**src/r2p_pkg.sv**
```systemverilog
`timescale 1ns / 1ps
// r2p_pkg: shared constants and types for the rectangular-to-polar converter.
// Holds the CORDIC arctangent table in turn units and the pipeline sizing constants.
// No dependencies.

package r2p_pkg;

    // Number of CORDIC micro-rotations; the phase accumulator is 32 bits wide
    localparam int CORDIC_STEPS  = 32;
    // Fractional bits added to x and y before the rotations
    localparam int PRESCALE_BITS = 24;
    // Guard bits above the prescaled input for negation and CORDIC gain
    localparam int HEADROOM_BITS = 3;

    // Phase accumulator: unsigned fraction of a turn, 2^32 = full turn
    typedef logic [31:0] turn_t;

    localparam turn_t ACC_HALF_TURN = 32'h8000_0000;

    // round(atan(2^-i) / (2*pi) * 2^32)
    localparam turn_t ATAN_TURN [CORDIC_STEPS] = '{
        32'h20000000, 32'h12E4051E, 32'h09FB385B, 32'h051111D4,
        32'h028B0D43, 32'h0145D7E1, 32'h00A2F61E, 32'h00517C55,
        32'h0028BE53, 32'h00145F2F, 32'h000A2F98, 32'h000517CC,
        32'h00028BE6, 32'h000145F3, 32'h0000A2FA, 32'h0000517D,
        32'h000028BE, 32'h0000145F, 32'h00000A30, 32'h00000518,
        32'h0000028C, 32'h00000146, 32'h000000A3, 32'h00000051,
        32'h00000029, 32'h00000014, 32'h0000000A, 32'h00000005,
        32'h00000003, 32'h00000001, 32'h00000001, 32'h00000000
    };

endpackage

```
**src/r2p_cordic_step.sv**
```systemverilog
`timescale 1ns / 1ps
// r2p_cordic_step: one registered CORDIC vectoring micro-rotation.
// Uses the arctangent table and turn type from r2p_pkg.

module r2p_cordic_step #(
    parameter int CW   = 43,
    parameter int STEP = 0
) (
    input  logic                  clk,
    input  logic                  en,
    input  logic signed [CW-1:0]  x_in,
    input  logic signed [CW-1:0]  y_in,
    input  r2p_pkg::turn_t        acc_in,
    output logic signed [CW-1:0]  x_out,
    output logic signed [CW-1:0]  y_out,
    output r2p_pkg::turn_t        acc_out
);
    import r2p_pkg::*;

    logic signed [CW-1:0] x_shr;
    logic signed [CW-1:0] y_shr;
    logic                 y_pos;
    logic signed [CW-1:0] x_next;
    logic signed [CW-1:0] y_next;
    turn_t                acc_next;
    logic signed [CW-1:0] x_reg;
    logic signed [CW-1:0] y_reg;
    turn_t                acc_reg;

    // Arithmetic shifts round toward minus infinity
    assign x_shr = x_in >>> STEP;
    assign y_shr = y_in >>> STEP;
    assign y_pos = !y_in[CW-1] && (y_in != '0);

    // Rotate toward the real axis; y == 0 takes the negative direction
    always_comb
    begin
        if (y_pos)
        begin
            x_next   = x_in + y_shr;
            y_next   = y_in - x_shr;
            acc_next = acc_in + ATAN_TURN[STEP];
        end
        else
        begin
            x_next   = x_in - y_shr;
            y_next   = y_in + x_shr;
            acc_next = acc_in - ATAN_TURN[STEP];
        end
    end

    always_ff @(posedge clk)
    begin
        if (en)
        begin
            x_reg   <= x_next;
            y_reg   <= y_next;
            acc_reg <= acc_next;
        end
    end

    assign x_out   = x_reg;
    assign y_out   = y_reg;
    assign acc_out = acc_reg;

endmodule

```
**config.mk**
```make
export PLATFORM = sky130hd
export DESIGN_NAME = r2p_cordic_step
export DESIGN_NICKNAME = d
export VERILOG_FILES = /design/src/r2p_pkg.sv /design/src/r2p_cordic_step.sv
export SDC_FILE = /design/constraint.sdc
export NUM_CORES = 1
export LEC_CHECK = 0
export ABC_AREA = 0
export BUFFER_PORTS_ARGS = -buffer_cell sky130_fd_sc_hd__buf_4
export CORE_ASPECT_RATIO = 0.5
export CORE_MARGIN = 4
export CORE_UTILIZATION = 30
export DETAILED_ROUTE_END_ITERATION = 12
export SYNTH_ARGS = -nofsm -noshare
export SYNTH_HDL_FRONTEND = slang
export SYNTH_SLANG_ARGS = --single-unit
```
**constraint.sdc**
```tcl
create_clock -name clk -period 8.02 [get_ports clk]
set_input_delay 0.802 -clock clk [delete_from_list [all_inputs] [get_ports clk]]
set_output_delay 0.802 -clock clk [all_outputs]
set_load 0.05 [all_outputs]
```
# After elaboration in Yosys (flattened, before gate mapping)
# Index checks and enable logic that the tools add are counted.
# totals
elab_cells,14
romBits,0
memories,0
register_bits,118
output_inout_bits,118
ramBits,0
in_bits,120
latch_bits,0
# classes
n_eq_ne,0
bitwise_logic,0
n_mul,0
n_addsub,5
magnitude_cmp,0
n_shift,0
div_mod_pow,0
muxes,3
n_reduce_logical,3
# op_table
cell,count
$mux W43,2
$sub A43 B43 Y43,2
$add A43 B43 Y43,1
$reduce_bool A43 Y1,1
$add A32 B30 Y32 const B,1
$mux W32,1
$sub A32 B30 Y32 const B,1
$logic_and A1 B1 Y1,1
$logic_not A1 Y1,1

# Depth between registers and ports, before layout
# depth
ltp_word,3
mapped_depth,13
ltp_nobuf,12

# Worst setup path after synthesis
# No wires, ideal clock.
# synth_path
path_kind,input -> register
from,input x_in[0]
to,"register y_reg[40], in the netlist y_out[40], data pin"
required_ns,7.760
arrival_ns,3.074
cell_stages,12
setup_time_ns,0.260
n_path_buf,0
slack_ns,4.686
path_cell_list,ha_1 > inv_1 > fa_1 > o21bai_4 > o2111ai_2 > a311oi_2 > a21oi_2 > o211ai_2 > a21boi_2 > o41a_1 > a221oi_2 > xnor2_1
# synth_via
elab_chain_len,2
word_cells_on_any_way,3
classes_between,add/sub: 2; mux: 1
# synth_lines
item,line,text
start: declaration,r2p_cordic_step.sv:11,"input logic signed [CW-1:0] x_in,"
$add A43 B43 Y43 or $sub A43 B43 Y43 (tied branches),"r2p_cordic_step.sv:47, r2p_cordic_step.sv:41",
$mux W43 *,r2p_cordic_step.sv:38,if (y_pos)
via y_next[40],r2p_cordic_step.sv:24,logic signed [CW-1:0] y_next;
end signal: assignment,r2p_cordic_step.sv:57,y_reg <= y_next;
end: declaration,r2p_cordic_step.sv:27,logic signed [CW-1:0] y_reg;
# The timed path passes the listed nets; every way through them passes the cells marked *.
# A chain may end at the register's enable or synchronous reset.

# Worst setup path in the final report
# layout_path
from,input y_in[18]
to,"register x_reg[25], in the netlist x_out[25], data pin"
# layout_via
elab_chain_len,3
word_cells_on_any_way,5
classes_between,add/sub: 2; mux: 1; reduce/logical: 2
# layout_lines
item,line,text
start: declaration,r2p_cordic_step.sv:12,"input logic signed [CW-1:0] y_in,"
branches (longest 2 deep; another with $sub A43 B43 Y43),-,
$mux W43 *,r2p_cordic_step.sv:38,
via x_next[25],r2p_cordic_step.sv:23,logic signed [CW-1:0] x_next;
end signal: assignment,r2p_cordic_step.sv:56,x_reg <= x_next;
end: declaration,r2p_cordic_step.sv:26,logic signed [CW-1:0] x_reg;
# Mark *: on every way through the listed nets, which the timed path passes.

==> metrics.md <==
| Metric | Value |
|---|---|
| Outcome | `complete, no violations` |
| Leakage power total | `6.157 nW` |
| Post-synthesis compound-gate area fraction | `0.2480` |
| Post-detail-place hpwl | `about 36000 um` |
| Minimum hold slack | `~0.52 ns` |
| FFs w/ async S/R, synth | `0` |
| Non-Filler Instances | `between 2000 and 2500` |
| Pins over their slew limit | `0` |
| Max frequency | `240.4 MHz` |
| Clock transition at the registers of the reported paths | `approximately 0.06 ns` |
| Final wirelength | `approximately 46000 um` |
| Clock Power Share | `0.269` |
| Gate power share | `0.441` |
| Slowest-stage cell, CP | `nor4_1` |
| Number of distinct library cells after synthesis | `between 80 and 90` |
| Multi-input gate area | `7398 um^2` |
| Net Count, Synth | `between 1500 and 2000` |
| Starting Density | `0.3092` |
| Peak VDD IR | `around 150 uV` |
| Power Total | `about 0.0028 W` |
| Post-synth EDFFs | `between 100 and 150` |
| Drt drc | `0` |
| Die height | `around 150 um` |
| Area leader, netlist | `edfxtp_1` |
| Number of global-route vias before repair | `11045` |
| Critical path peak fanout | `50` |
| Fin Setup TNS | `0 ns` |
| Largest net degree at the start of global routing | `66` |
| Mapped cell area | `around 12000 um^2` |
| PD cells | `approximately 200 nW/um^2` |
| Global-route wire length before repair | `approximately 67000 um` |
| Top cell type's share of synthesized area | `0.2987` |
| Root buffer cell | `clkbuf_16` |
| FF+latch count, synth | `around 120` |
| Cell row count | `50` |
| Register share of total power | `0.290` |
| Xor/xnor share of the synthesized area | `0.06255` |
| NetSw | `0.001225 W` |
| Commonest cells after routing, fill and taps aside | `buf_4, a21oi_1, ha_1` |
| CP endpoint kind | `flop` |
| # fillers | `3992` |
| CTS tree | `yes` |
| Ys Warns | `0` |
| Slew margin rel. | `0.3341` |
| Gr ovfl total | `0` |
| Crit path launch type | `input port` |
| Post-cts repair resize count | `0` |
| Die area | `around 43000 um^2` |
| Chip width | `288.0 um` |
| Largest family of logic cells by synthesized area | `compound AO/OA/AOI/OAI gates` |
| Mux cell area share after synthesis | `0.01627` |
| Worst-Margin Slew | `around 0.99 ns` |
| Hold crit path type | `input port to flop` |
| Pre-antenna DRT Iters | `6` |
| CTS Buf Count | `17` |
| Finished Core Util | `0.3802` |
| CP max stage delay | `between 0.6 and 0.7 ns` |
| Hold buffer count at CTS | `0` |
| Syn_area_per_cell | `between 8 and 9 um^2` |
| Pint | `0.001616 W` |
| Initial antenna violation count | `0` |
| Final setup vio count | `0` |
| Synth area leaders | `edfxtp_1, ha_1, a21oi_1, xnor2_1, inv_1` |
| Most frequent CP cell | `buf_4` |
| Cells after DPL | `approximately 2100` |
| Drt via density | `5.429` |
| Max Cap Viol | `0` |
| Share of layout cells above drive strength 1 | `0.1985` |
| Worst path arrival time | `roughly 4.4 ns` |
| Antenna diodes | `0` |
| CP cell instances | `buf_4 > nor4_1 > nand4_1 > nor3_1 > nor2_4 > inv_2 > buf_4 > o211ai_1 > o21ai_0 > xnor2_1` |
| Clk sinks | `117` |
| Clk buf depth | `2` |
| Synth Area in Adders | `0.1568` |
| Area grow syn2layout | `22.93%` |
| Final min period | `between 4 and 5 ns` |
| DRT antenna net count | `0` |
| Crit path to | `x_out[25]` |
| Register area share after synthesis | `0.2987` |
| Postcts setup bufs | `0` |
| Setup crit start | `y_in[18]` |
| Hold Fails Final Rpt | `0` |
| Htree depth | `4` |
| Area of the core | `38040 um^2` |
| Switching Fraction | `0.4311` |
| Synthesized instance count | `roughly 1400` |
| Hold Crit Depth | `1` |
| Initial DRC Count | `1098` |
| Buffers added on ports | `about 240` |
| IO Pins | `between 200 and 250` |
| DR WL/cell | `between 20 and 25 um` |
| Total global-route track usage | `0.2076` |
| Gpl congestion | `around 1.0` |
| Flip-flop and latch area | `around 3500 um^2` |
| Layout Nets | `around 1800` |
| RSZ-0062 raised after global routing | `false` |
| Kind of critical path | `input port to flop` |
| Crit share post-route | `0.5186` |
| Vias | `11411` |
| Synth Area in Simple Gates | `0.1448` |
| Synth Flop Type | `edfxtp_1` |
| Required @ worst endpoint | `8.21 ns` |
| Commonest non-fill, non-tap cell in the layout | `buf_4` |
metrics by stage:
step | area, um^2 | worst slack, ns
global placement | 13890 | 3.531
CTS | 14460 | 3.988
global route | 14460 | 3.874
floorplan | 11760 | 4.686
detailed placement | 13890 | 3.524
finish | 14460 | 3.860
power groups by stage:
stage               clock, W  combinational, W  sequential, W
floorplan                  0          0.000511        0.00115
global placement           0           0.00124       0.000837
detailed placement         0           0.00123       0.000837
CTS                 0.000782           0.00124       0.000826
global route        0.000813           0.00132       0.000833
finish              0.000763           0.00125       0.000824
Yosys cell counts, types with 4 or more instances:
library cell / n
ha_1: 141
a21oi_1: 185
nand2_1: 78
o31ai_1: 20
or3_1: 6
a211oi_1: 12
nand2b_1: 14
a21boi_0: 5
o21a_1: 14
nor2b_1: 13
mux2i_1: 18
a21o_1: 20
buf_2: 21
a221oi_1: 6
buf_1: 5
clkbuf_1: 16
o21ai_1: 4
inv_1: 129
nor3_1: 21
nor4_1: 23
a31oi_1: 10
buf_4: 4
clkbuf_8: 7
fa_1: 4
nor2_1: 110
o21ai_0: 81
a22oi_1: 4
o21bai_1: 28
xnor2_1: 80
edfxtp_1: 117
nand3_1: 33
or2_2: 4
xor2_1: 4
nand4_1: 22
o211ai_1: 12
clkinv_1: 4
and4_1: 4
and2_1: 11
critical path, delay by kind of cell:
family / cells / cell delay (ns)
and+or+nand+nor: 4 / 1.56
AOI/OAI and AO/OA: 2 / 0.43
xor gates and xnor gates: 1 / 0.11
buffers and inverters: 3 / 1.39
logic make-up after synthesis:
logic type	Yosys count
flip-flops	117
adder cells (fa/ha/maj)	145
XOR/XNOR	84
buffers and inverters	192
AO/OA/AOI/OAI	457
multiplexers	19
AND/OR/NAND/NOR	351
how the worst min path moves through the flow:
stage	from	to	slack [ns]
finish	acc_in[21]	acc_out[21]	0.52
floorplan	acc_in[0]	acc_out[0]	0.90
global placement	acc_in[22]	acc_out[22]	0.98
detailed placement	acc_in[26]	acc_out[26]	0.98
global route	acc_in[23]	acc_out[23]	0.49
CTS	acc_in[26]	acc_out[26]	0.50
sequential cells by signal (all words and copies together) (netlist names):
register,cells
x_out,43
y_out,42
acc_out,32
layer usage:
layer,part of all wire,vias to the layer above,GRT usage,routed length (um)
met5,0,-,0,0
met4,0.029,0,0.06660,1343
met3,0.086,92,0.05193,3927
met2,0.45,533,0.3255,20480
met1,0.44,5437,0.2810,19850
li1,-,5349,-,-
area by class of cell:
cell class,instances,area share
Tap cell,520,0.04499
Clock inverter,15,0.01012
Inverter,135,0.03522
Sequential cell,117,0.2430
Clock buffer,17,0.02942
Timing Repair Buffer,242,0.1256
Multi-Input combinational cell,1056,0.5116
Power figures use the tool's default switching activity.
