File: config.mk
export PLATFORM = sky130hd
export DESIGN_NAME = r2p_sqrt_step
export DESIGN_NICKNAME = d
export VERILOG_FILES = /design/src/r2p_sqrt_step.sv
export SDC_FILE = /design/constraint.sdc
export NUM_CORES = 1
export LEC_CHECK = 0
export ABC_AREA = 1
export BUFFER_PORTS_ARGS = -buffer_cell sky130_fd_sc_hd__buf_2
export CORE_MARGIN = 2
export CORE_UTILIZATION = 29
export DETAILED_ROUTE_END_ITERATION = 10
export PLACE_DENSITY = 0.59
export REMOVE_ABC_BUFFERS = 1
export SLEW_MARGIN = 10
export SYNTH_ARGS = -nofsm -noshare
export SYNTH_HDL_FRONTEND = slang
export SYNTH_SLANG_ARGS = --single-unit
File: constraint.sdc
create_clock -name clk -period 2.4 [get_ports clk]
set_input_delay 0.24 -clock clk [delete_from_list [all_inputs] [get_ports clk]]
set_output_delay 0.24 -clock clk [all_outputs]
set_load 0.01 [all_outputs]
File: src/r2p_sqrt_step.sv
`timescale 1ns / 1ps
// r2p_sqrt_step: one registered digit of the restoring integer square root.
// Standalone; sized by the sample width.

module r2p_sqrt_step #(
    parameter int DW   = 16,
    parameter int STEP = 0
) (
    input  logic            clk,
    input  logic            en,
    input  logic [2*DW-1:0] rem_in,
    input  logic [2*DW-1:0] root_in,
    output logic [2*DW-1:0] rem_out,
    output logic [2*DW-1:0] root_out
);
    localparam int SW = 2 * DW;
    // Trial bit for this digit: 4^(DW-1-STEP)
    localparam logic [SW-1:0] TRIAL_BIT = SW'(1) << (2 * (DW - 1 - STEP));

    logic [SW:0]   trial;
    logic          fits;
    logic [SW-1:0] rem_next;
    logic [SW-1:0] root_next;
    logic [SW-1:0] rem_reg;
    logic [SW-1:0] root_reg;

    assign trial = {1'b0, root_in} + {1'b0, TRIAL_BIT};
    assign fits  = {1'b0, rem_in} >= trial;

    // Subtract the trial value when it fits and set the root digit
    always_comb
    begin
        if (fits)
        begin
            rem_next  = rem_in - trial[SW-1:0];
            root_next = (root_in >> 1) + TRIAL_BIT;
        end
        else
        begin
            rem_next  = rem_in;
            root_next = root_in >> 1;
        end
    end

    always_ff @(posedge clk)
    begin
        if (en)
        begin
            rem_reg  <= rem_next;
            root_reg <= root_next;
        end
    end

    assign rem_out  = rem_reg;
    assign root_out = root_reg;

endmodule

== Yosys cells after proc, flatten, opt, wreduce, memory -nomap -nowiden ==
Index checks and enable logic that the tools add are counted.
Storage, ports and cells
  bits in registers: 64
  latch bits: 0
  RAM bits: 0
  ROM bits: 0
  input bits: 66
  output and inout bits: 64
  logic and storage cells: 9
  memories kept: 0
Cells by class
  add/sub/neg operators: 3
  multipliers: 0
  divide/modulo/power cells: 0
  order comparisons: 1
  equal/unequal tests: 0
  shift-type cells: 0
  multiplexer cells: 2
  bitwise operators: 0
  reduce and logical (&&, ||, !) cells: 0
Operator list (count)
  $add 32x31->33 const B: 1
  $ge 32x33->1: 1
  $add 31x31->32 const B: 1
  $mux 32: 1
  $sub 32x32->32: 1
  $mux 31: 1

== Depth between registers and ports, before layout ==
Gate-level depths: netlist of run 1.
  word-level depth: 3
  gate-level depth with buffers: 17
  mapped depth without buffers: 15

== Worst setup path after synthesis of run 1 ==
OpenSTA, ideal clock, no wires.
  path kind: input-to-reg
  from: input port root_in[30]
  to: register rem_reg[10] (netlist: rem_out[10]), data pin
  library setup time: 252 ps
  data arrival time: 1769 ps
  required time: 2148 ps
  slack: 379 ps
  stages on the path: 14
  path buffers: 1
  cells stage by stage: ha_1 -> inv_1 -> ha_1 -> inv_1 -> nor2_1 -> nand2_1 -> o21ai_0 -> a21oi_1 -> nand2_1 -> nor2_2 -> nand2_8 -> buf_4 -> nand2_1 -> nand2_1
On the way
  cells in the longest elaborated chain, start to end: 3
RTL lines
  start: declaration: line 12  | input logic [2*DW-1:0] root_in,
  $add 32x31->33: line 27  | assign trial = {1'b0, root_in} + {1'b0, TRIAL_BIT};
  $ge 32x33->1: line 28  | assign fits = {1'b0, rem_in} >= trial;
  $mux 32: line 33  | if (fits)
  via rem_next[10]: line 22  | logic [SW-1:0] rem_next;
  end signal: assignment: line 49  | rem_reg <= rem_next;
  end: declaration: line 24  | logic [SW-1:0] rem_reg;
The timed path passes the listed nets, and every way through them passes these cells.
A chain may end at the register's enable or synchronous reset.

== Final worst setup path of run 1 ==
  from: input port root_in[30]
  to: register rem_reg[1] (netlist: rem_out[1]), data pin
The elaborated chain is that of the path after synthesis.

==> results of run 1 <==
[flip-flops by register name (all words and copies together), names as in the netlist]
register,flops
rem_out,32
root_out,32
[critical path: stages]
cell     delay [ps]
buf_2           120
ha_1            280
inv_1            40
ha_1            280
inv_1           110
nor2_1           70
nand2_1          60
o21ai_0          70
a21oi_1         110
nand2_1          70
nor2_2          190
nand2_8         120
buf_12          170
nand2_1          50
o21ai_0          80
[placed cells by master, fill, tap and decap left out, types with 5 or more instances in the layout]
master and count:
buf_2 129, nand2_2 13, ha_1 33, inv_1 153, nand3b_1 10, buf_12 5, clkbuf_16 9, buf_4 10
nand3_1 36, a21oi_1 21, nor2_1 37, edfxtp_1 64, nand2_1 299, xor2_1 13, nor3_1 6, and2_1 8
[area by class of cell]
class	instances	area share, %
repair buffers	144	13.0
clock buffers	9	3.56
multi-input cells	495	39.1
inverters	154	9.16
clock inverters	6	0.435
well taps	225	4.44
flip-flops and latches	64	30.3
[logic make-up (layout without fill, tap and decap cells)]
family / Yosys count / in the layout / share of synthesized area (%)
buffers and inverters: 161 / 313 / 12.9
and+or+nand+nor: 422 / 422 / 35.5
xor gates and xnor gates: 14 / 14 / 2.43
DFF: 64 / 64 / 38.1
adders and majority gates: 34 / 34 / 8.58
AOI/OAI and AO/OA: 25 / 25 / 2.53
[routing by layer]
layer	vias up	routed length, microns
li1	2497	-
met1	2030	6780
met2	96	6140
met3	17	820
met4	0	276
met5	-	0
[metrics by stage]
step                std cells  hold WS (ps)  utilization (%)  setup WS [ps]
detailed placement       1082           433             35.4           62.6
CTS                      1097          73.8             36.9            424
floorplan                 713           339                -            270
global placement         1082           432             35.4           93.7
finish                   1097          84.9             36.9            421
global route             1097          76.4             36.9            254
[power groups by stage]
stage,Clock [uW],Combinational [uW],Sequential (uW)
2_1_floorplan,0,616,1520
3_3_place_gp,0,1150,1440
3_5_place_dp,0,1160,1450
4_1_cts,1200,1170,1430
5_1_grt,1230,1310,1440
6_report,1160,1150,1420
[worst paths after layout]
| check | slack (ps) | startpoint | to |
|---|---|---|---|
| worst min-delay path | 80 | root_in[4] | root_out[3] |
| worst max-delay path | 420 | root_in[30] | rem_out[1] |
==> flow_summary.ini, run 1 <==
[worst_setup_path]
worstSetupPathType = primary input to flip-flop
critPathMaxFanout = 18
cp-end-kind = flip-flop
cp.required_ps = 2490
critPathLaunchType = primary input
crit_arrival_ps = 2070

[clock_network]
cts_tree = built
cts_resized = 0
clockBufferDepth = 2
cts_hold_buf = 0
post-cts-setup-buffers = 0
path_clk_slew_ps = 60
htreeDepth = 3
cts-root-buf = clkbuf_16
cts_buffers = 9
clock-sinks = 64

[logic_synthesis]
netlist.area_leader.share_pct = 38.1
yosys_register_bits = 64
synth_cells = 720
async_flop_share_pct = 0
synth_warnings = 0
synth_area_sq_um = 5050
synth_common_cells = nand2_1, inv_1, edfxtp_1, nor2_1, nand3_1
synth_flop_cell = edfxtp_1
synth.most_common_cell = nand2_1
yosys-top-cells-area = edfxtp_1, nand2_1, inv_1, ha_1, nand3_1
syn_area_per_cell_sq_um = 7.01
synth_edf_count = 64
synth-seq-area-share_pct = 38.1
post_synth_num_cell_types = 26
synth.largest_area_cell = edfxtp_1

[global_route]
met3_usage_pct = 3.84
track_usage_pct = 15.7
antenna_found_initial = 0
grtUsageMet1_pct = 20.8
busiest_layer = met2
grt_pass1_wl_microns = 22500
grt_use_met2_pct = 25.0
grt_overflow_total = 0
grt_pass1_vias = 4567
grt_max_degree = 65

[cells_and_area]
design_area_sq_um = 6330
antenna_cells = 0
nFillCells = 1891
seq_area_sq_um = 1920
multiInputGateArea_sq_um = 2480
syn_to_final_growth_pct = 25.5
drive_gt1_share_pct = 20.8
fin_nets = 968

[hold_path]
hold_depth = 1
hold_class = primary input to flip-flop

[floorplan]
die_h_microns = 136
start_util_pct = 29.4
die_w_microns = 136
die_area_sq_um = 18500
top_level_ports = 130
core_area_sq_um = 17200
rows = 48

[placement]
place_area_sq_um = 6080
io_buffers = 129
dp_hpwl_microns = 11400
gp_congestion = 0.941

[route]
vias = 4640
drc_errors = 0
routedWlPerCell_microns = 12.8
routed_wl_microns = 14000
drt-initial-drc-count = 206
detail-route-antenna-nets = 0
viasPerCell = 4.23
dr.pass1.iters = 6

[timing]
drv_slew = 0
min_period_ps = 1980
worst_slew_pin_slew_ps = 394
setup_viol = 0
final.period_utilization_pct = 82.4
slew_headroom_pct = 73.5
rsz0062_at_grt = false
hold_violations = 0
fin_setup_tns_ps = 0
max_freq_mhz = 505

[pwr]
peakVddDrop_v = 0.000378
power_uw = 3740
leakagePower_uw = 0.00352
pwr-share-seq_pct = 38.1
p_per_area_nw_per_um2 = 590
pwr-share-clk_pct = 31.0
p_sw_uw = 1230
internal_power_uw = 2510
p_sw_share_pct = 32.8
pwr-share-comb_pct = 30.9

[run]
cap_violations = 0

[status]
outcome = complete, no violations
Note: power is estimated with default switching activity, not from simulation.
==> run 2, diff against run 1 <==
--- a/config.mk
+++ b/config.mk
@@ -5,12 +5,12 @@
 export SDC_FILE = /design/constraint.sdc
 export NUM_CORES = 1
 export LEC_CHECK = 0
-export ABC_AREA = 1
+export ABC_AREA = 0
 export BUFFER_PORTS_ARGS = -buffer_cell sky130_fd_sc_hd__buf_2
 export CORE_MARGIN = 2
 export CORE_UTILIZATION = 29
 export DETAILED_ROUTE_END_ITERATION = 10
-export PLACE_DENSITY = 0.59
+export PLACE_DENSITY = 0.6
 export REMOVE_ABC_BUFFERS = 1
 export SLEW_MARGIN = 10
 export SYNTH_ARGS = -nofsm -noshare
==> constraint.sdc (replaced) <==
create_clock -name clk -period 2 [get_ports clk]
set_input_delay 0.2 -clock clk [delete_from_list [all_inputs] [get_ports clk]]
set_output_delay 0.2 -clock clk [all_outputs]
set_load 0.01 [all_outputs]
==> run 2 against run 1 <==
The flow now finishes with violations (negative setup slack); first-iteration DRC count is 33% lower; synthesized cell count is 48% lower; critical path depth is 2 lower; critical endpoint is now rem_out[12]; largest cell class unchanged.
==> flow_summary.ini, run 2 <==
[timing]
min_period_ps = 2490
final.period_utilization_pct = 124
drv_slew = 0
layout_setup_ws_ps = -487
rsz0062_at_grt = true
worst_slew_pin_slew_ps = 431
setup_viol = 34
slew_headroom_pct = 70.9
hold_violations = 0
max_freq_mhz = 402

[cells_and_area]
antenna_cells = 0
instances_no_fill = 830
final_cell_mix = buf_4, buf_2, edfxtp_1
mostFrequentLayoutCell = buf_4
fin_nets = 741
syn_to_final_growth_pct = 60.2
drive_gt1_share_pct = 53.7

[route]
detail-route-antenna-nets = 0
drc_errors = 0
dr.pass1.iters = 4
viasPerCell = 4.67
drt-initial-drc-count = 139
vias = 3872
routedWlPerCell_microns = 15.1
routed_wl_microns = 12500

[status]
violations = negative setup slack
outcome = finished with violations

[clock_network]
path_clk_slew_ps = 50
clockBufferDepth = 2
htreeDepth = 3
cts_buffers = 9
cts-root-buf = clkbuf_16
clock-sinks = 64
cts_tree = built

[hold_path]
hold_depth = 1
hold_start = root_in[11]
hold_class = primary input to flip-flop

[global_route]
track_usage_pct = 16.3
grt_pass1_wl_microns = 20100
grt_pass1_vias = 4132
antenna_found_initial = 0
grt_overflow_total = 0
grt_max_degree = 65

[floorplan]
rows = 44
top_level_ports = 130
die_w_microns = 124
start_util_pct = 29.3
core_area_sq_um = 14400
die_h_microns = 124
die_area_sq_um = 15500

[logic_synthesis]
synth_area_sq_um = 4210
synth_warnings = 0
synth_edf_count = 64
netlist.area_leader.share_pct = 45.7
synth_flop_cell = edfxtp_1
synth-seq-area-share_pct = 45.7
yosys-top-cells-area = edfxtp_1, ha_1, mux2_2, a21oi_1, inv_1
synth.most_common_cell = edfxtp_1
synth_common_cells = edfxtp_1, ha_1, inv_1, a21oi_1, nand2_1
synth_cells = 378
synth.largest_area_cell = edfxtp_1
post_synth_num_cell_types = 51
async_flop_share_pct = 0
syn_area_per_cell_sq_um = 11.1
yosys_register_bits = 64

[worst_setup_path]
crit_arrival_ps = 2580
critPathLaunchType = primary input
worstSetupPathType = primary input to flip-flop
cp.required_ps = 2090
critPathMaxFanout = 5
cp-end-kind = flip-flop
cp-startpoint = root_in[10]

[placement]
dp.cells = 803
gp_congestion = 0.833
io_buffers = 129
dp_hpwl_microns = 9280

[run]
cap_violations = 0

[pwr]
peakVddDrop_v = 0.000354
power_uw = 4750
leakagePower_uw = 0.00307
p_per_area_nw_per_um2 = 705
## run 2: changes by cell type after synthesis, moves of 8 or more
cell,before,now
xnor2_1,1,14
nand4_1,3,14
nand2_2,13,0
mux2_2,0,20
inv_1,153,33
a21oi_1,21,32
nor2_1,37,13
nand2_1,299,23
mux2_1,0,10
o21ai_0,3,18
nand3b_1,10,2
nand3_1,36,7
## run 2: worst paths after layout
check,end
max,rem_out[12]
min,root_out[10]
## run 2: worst max-delay path, cell delays in order
cell,delay [ps]
buf_8,80
inv_4,30
ha_4,290
and3_4,180
and4_1,200
o21ai_2,80
a41oi_4,200
a41oi_2,170
a211o_1,350
a21oi_4,190
buf_6,130
buf_6,130
mux2_2,340
## run 2: power by group
| group | switching, uW | leakage, uW | internal (uW) |
|---|---|---|---|
| combinational | 779 | 0.00231 | 896 |
| clock | 558 | 0.000129 | 817 |
| sequential | 39.7 | 0.000626 | 1670 |
| total | 1380 | 0.00307 | 3380 |
## run 2: logic make-up (layout without fill, tap and decap cells)
kind of cell	Yosys count	in the layout	synth area share, %
muxes	32	32	8.50
and+or+nand+nor	84	84	10.5
DFF	64	64	45.7
adders and majority gates	34	34	10.3
AOI/OAI and AO/OA	93	93	14.8
buffers and inverters	43	311	4.43
xor gates and xnor gates	28	28	5.83
## run 2: layout make-up
cell class              instances  area [sq um]
clock buffers                  10           229
clock inverters                 6          26.3
fillers                      1364          7630
inverters                      33           129
multi-input cells             271          2410
flip-flops and latches         64          1920
well taps                     184           230
repair buffers                262          1800
## run 2: layer usage
layer  up-vias  wire, microns  global-route usage [%]
li1       1942              -                       -
met1      1829           5570                    19.8
met2        85           6230                    28.3
met3        16            530                    4.17
met4         0            218                    5.49
met5         -              0                       0
## run 2: repair_timing
action	4_1_cts	5_1_grt
resized for setup	65	36
pin swaps	19	17
endpoints found under the setup margin	34	34
cloned	2	0
hold buffers	0	0
setup buffers	11	1
## run 2: metrics by stage
stage               util [%]  setup slack, ps  cell area (sq um)  hold slack, ps  TNS (ps)
floorplan                  -            -1120               4150             299    -36810
global placement        41.5             -943               5960             393    -29700
detailed placement      41.5            -1050               5960             393    -34390
CTS                     46.4             -515               6660            23.4    -15740
global route            46.9             -530               6740            24.6    -16770
finish                  46.9             -487               6740            34.1    -14980
==> run 3, diff against run 2 <==
--- a/config.mk
+++ b/config.mk
@@ -6,7 +6,7 @@
 export NUM_CORES = 1
 export LEC_CHECK = 0
 export ABC_AREA = 0
-export BUFFER_PORTS_ARGS = -buffer_cell sky130_fd_sc_hd__buf_2
+export BUFFER_PORTS_ARGS = -buffer_cell sky130_fd_sc_hd__clkbuf_2
 export CORE_MARGIN = 2
 export CORE_UTILIZATION = 29
 export DETAILED_ROUTE_END_ITERATION = 10
==> run 3 against run 2 <==
Largest power group is now combinational cells; final cell count fell by 0.36%; non-clock buffer count fell by 3; highest routed layer unchanged; core utilization rose by 0.78 points; combinational power rose by 4%; via count rose by 0.23%; first-iteration DRC count rose by 27%; die area did not move; maximum frequency fell by 0.59%; sequential power barely moved; the run still ends with negative setup slack left; critical path depth did not move.
==> flow_summary.ini, run 3 (synthesis results as in run 2) <==
[run]
cap_violations = 0

[worst_setup_path]
worstSetupPathType = primary input to flip-flop
cp-end-kind = flip-flop
cp-startpoint = rem_in[12]
crit_family = compound AO/OA/AOI/OAI gates
slowest_stage = a211o_1
critPathMaxFanout = 6
crit_chain = buf_2 > ha_4 > and3_4 > and4_1 > o21ai_2 > a41oi_4 > a41oi_2 > a211o_1 > a21oi_4 > buf_12 > buf_12 > buf_12 > mux2_4
critPathLaunchType = primary input
crit_top_cell = buf_12
cp.required_ps = 2090
path_buf_inv = 4
cpPeakStageDelay_ps = 350
crit_arrival_ps = 2590
crit_end = rem_out[2]
path_depth = 13

[route]
vias = 3881
dr.pass1.iters = 4
routedWlPerCell_microns = 15.3
viasPerCell = 4.69
detail-route-antenna-nets = 0
drt-initial-drc-count = 177
routed_wl_microns = 12700
drc_errors = 0

[cells_and_area]
fin_nets = 738
final_cell_mix = buf_4, clkbuf_2, edfxtp_1
design_area_sq_um = 6860
drive_gt1_share_pct = 54.4
antenna_cells = 0
syn_to_final_growth_pct = 62.9
multiInputGateArea_sq_um = 2450
mostFrequentLayoutCell = buf_4
nFillCells = 1347
seq_area_sq_um = 1920

[timing]
final.period_utilization_pct = 125
worst_slew_pin_slew_ps = 448
max_freq_mhz = 400
slew_headroom_pct = 69.8
min_period_ps = 2500
hold_slack_ps = 31.5
rsz0062_at_grt = true
hold_violations = 0
setup_viol = 34
drv_slew = 0
layout_setup_ws_ps = -502

[status]
violations = negative setup slack
outcome = finished with violations

[hold_path]
hold_class = primary input to flip-flop

[clock_network]
clockBufferDepth = 2
htreeDepth = 3
cts-root-buf = clkbuf_16
path_clk_slew_ps = 50
cts_tree = built
clock-sinks = 64
cts_hold_buf = 0
cts_buffers = 9

[global_route]
grt_pass1_vias = 4048
antenna_found_initial = 0
grt_overflow_total = 0
track_usage_pct = 16.3
grt_pass1_wl_microns = 19900
grt_max_degree = 65

[placement]
gp_congestion = 0.841
io_buffers = 129
dp_hpwl_microns = 9210
place_area_sq_um = 5930

[pwr]
p_per_area_nw_per_um2 = 747
peakVddDrop_v = 0.000352
leakagePower_uw = 0.00314

[floorplan]
die_w_microns = 124
top_level_ports = 130
die_h_microns = 124
rows = 44
die_area_sq_um = 15500
start_util_pct = 29.3
core_area_sq_um = 14400
-- run 3: changes by cell type in the layout (fill, tap and decap cells not counted), sizes merged --
cell,previous run,this run
bufinv,0,2
buf,262,139
clkbuf,10,132
clkinv,6,2
-- run 3: stage by stage --
stage	std cells	util [%]	power, uW	worst slack (ps)	TNS (ps)
2_1_floorplan	368	-	2450	-1120	-36810
3_3_place_gp	798	41.2	3150	-940	-29660
3_5_place_dp	798	41.2	3160	-973	-31730
4_1_cts	822	45.7	5060	-573	-17900
5_1_grt	827	47.7	5370	-574	-17800
6_report	827	47.7	5120	-502	-15360
-- run 3: power breakdown --
group          switching [uW]  internal (uW)  total [uW]  leakage, uW
Combinational             798            947        1740      0.00236
Sequential               42.8           1670        1710     0.000626
Clock                     584           1090        1670     0.000148
-- run 3: routing by layer --
layer  wire, microns  vias to the layer above  GRT usage [%]
met5               0                        -              0
met4             301                        0           7.14
met3             572                       19           3.52
met2            6170                      104           26.7
met1            5610                     1824           20.6
li1                -                     1934              -
-- run 3: timing repair --
item | in CTS | in global routing
gates resized for setup | 42 | 58
setup endpoints to repair | 34 | 34
endpoints found under the hold margin | 0 | 0
pin swaps | 13 | 19
gates cloned | 2 | 1
setup buffers | 6 | 5
-- run 3: cell type report --
| class | count | area share (%) |
|---|---|---|
| clock buffer | 12 | 3.45 |
| clock inverter | 4 | 1.00 |
| inverter | 33 | 1.84 |
| multi-input combinational | 271 | 35.8 |
| sequential | 64 | 28.0 |
| tap | 184 | 3.36 |
| timing repair buffer | 259 | 26.5 |
-- run 3: worst min-delay path by stage --
stage	from	to	cells past startpoint
6_report	root_in[4]	root_out[3]	1
5_1_grt	root_in[4]	root_out[3]	1
4_1_cts	root_in[3]	root_out[2]	1
3_5_place_dp	root_in[3]	root_out[2]	1
3_3_place_gp	root_in[19]	root_out[18]	1
2_1_floorplan	root_in[1]	root_out[0]	0
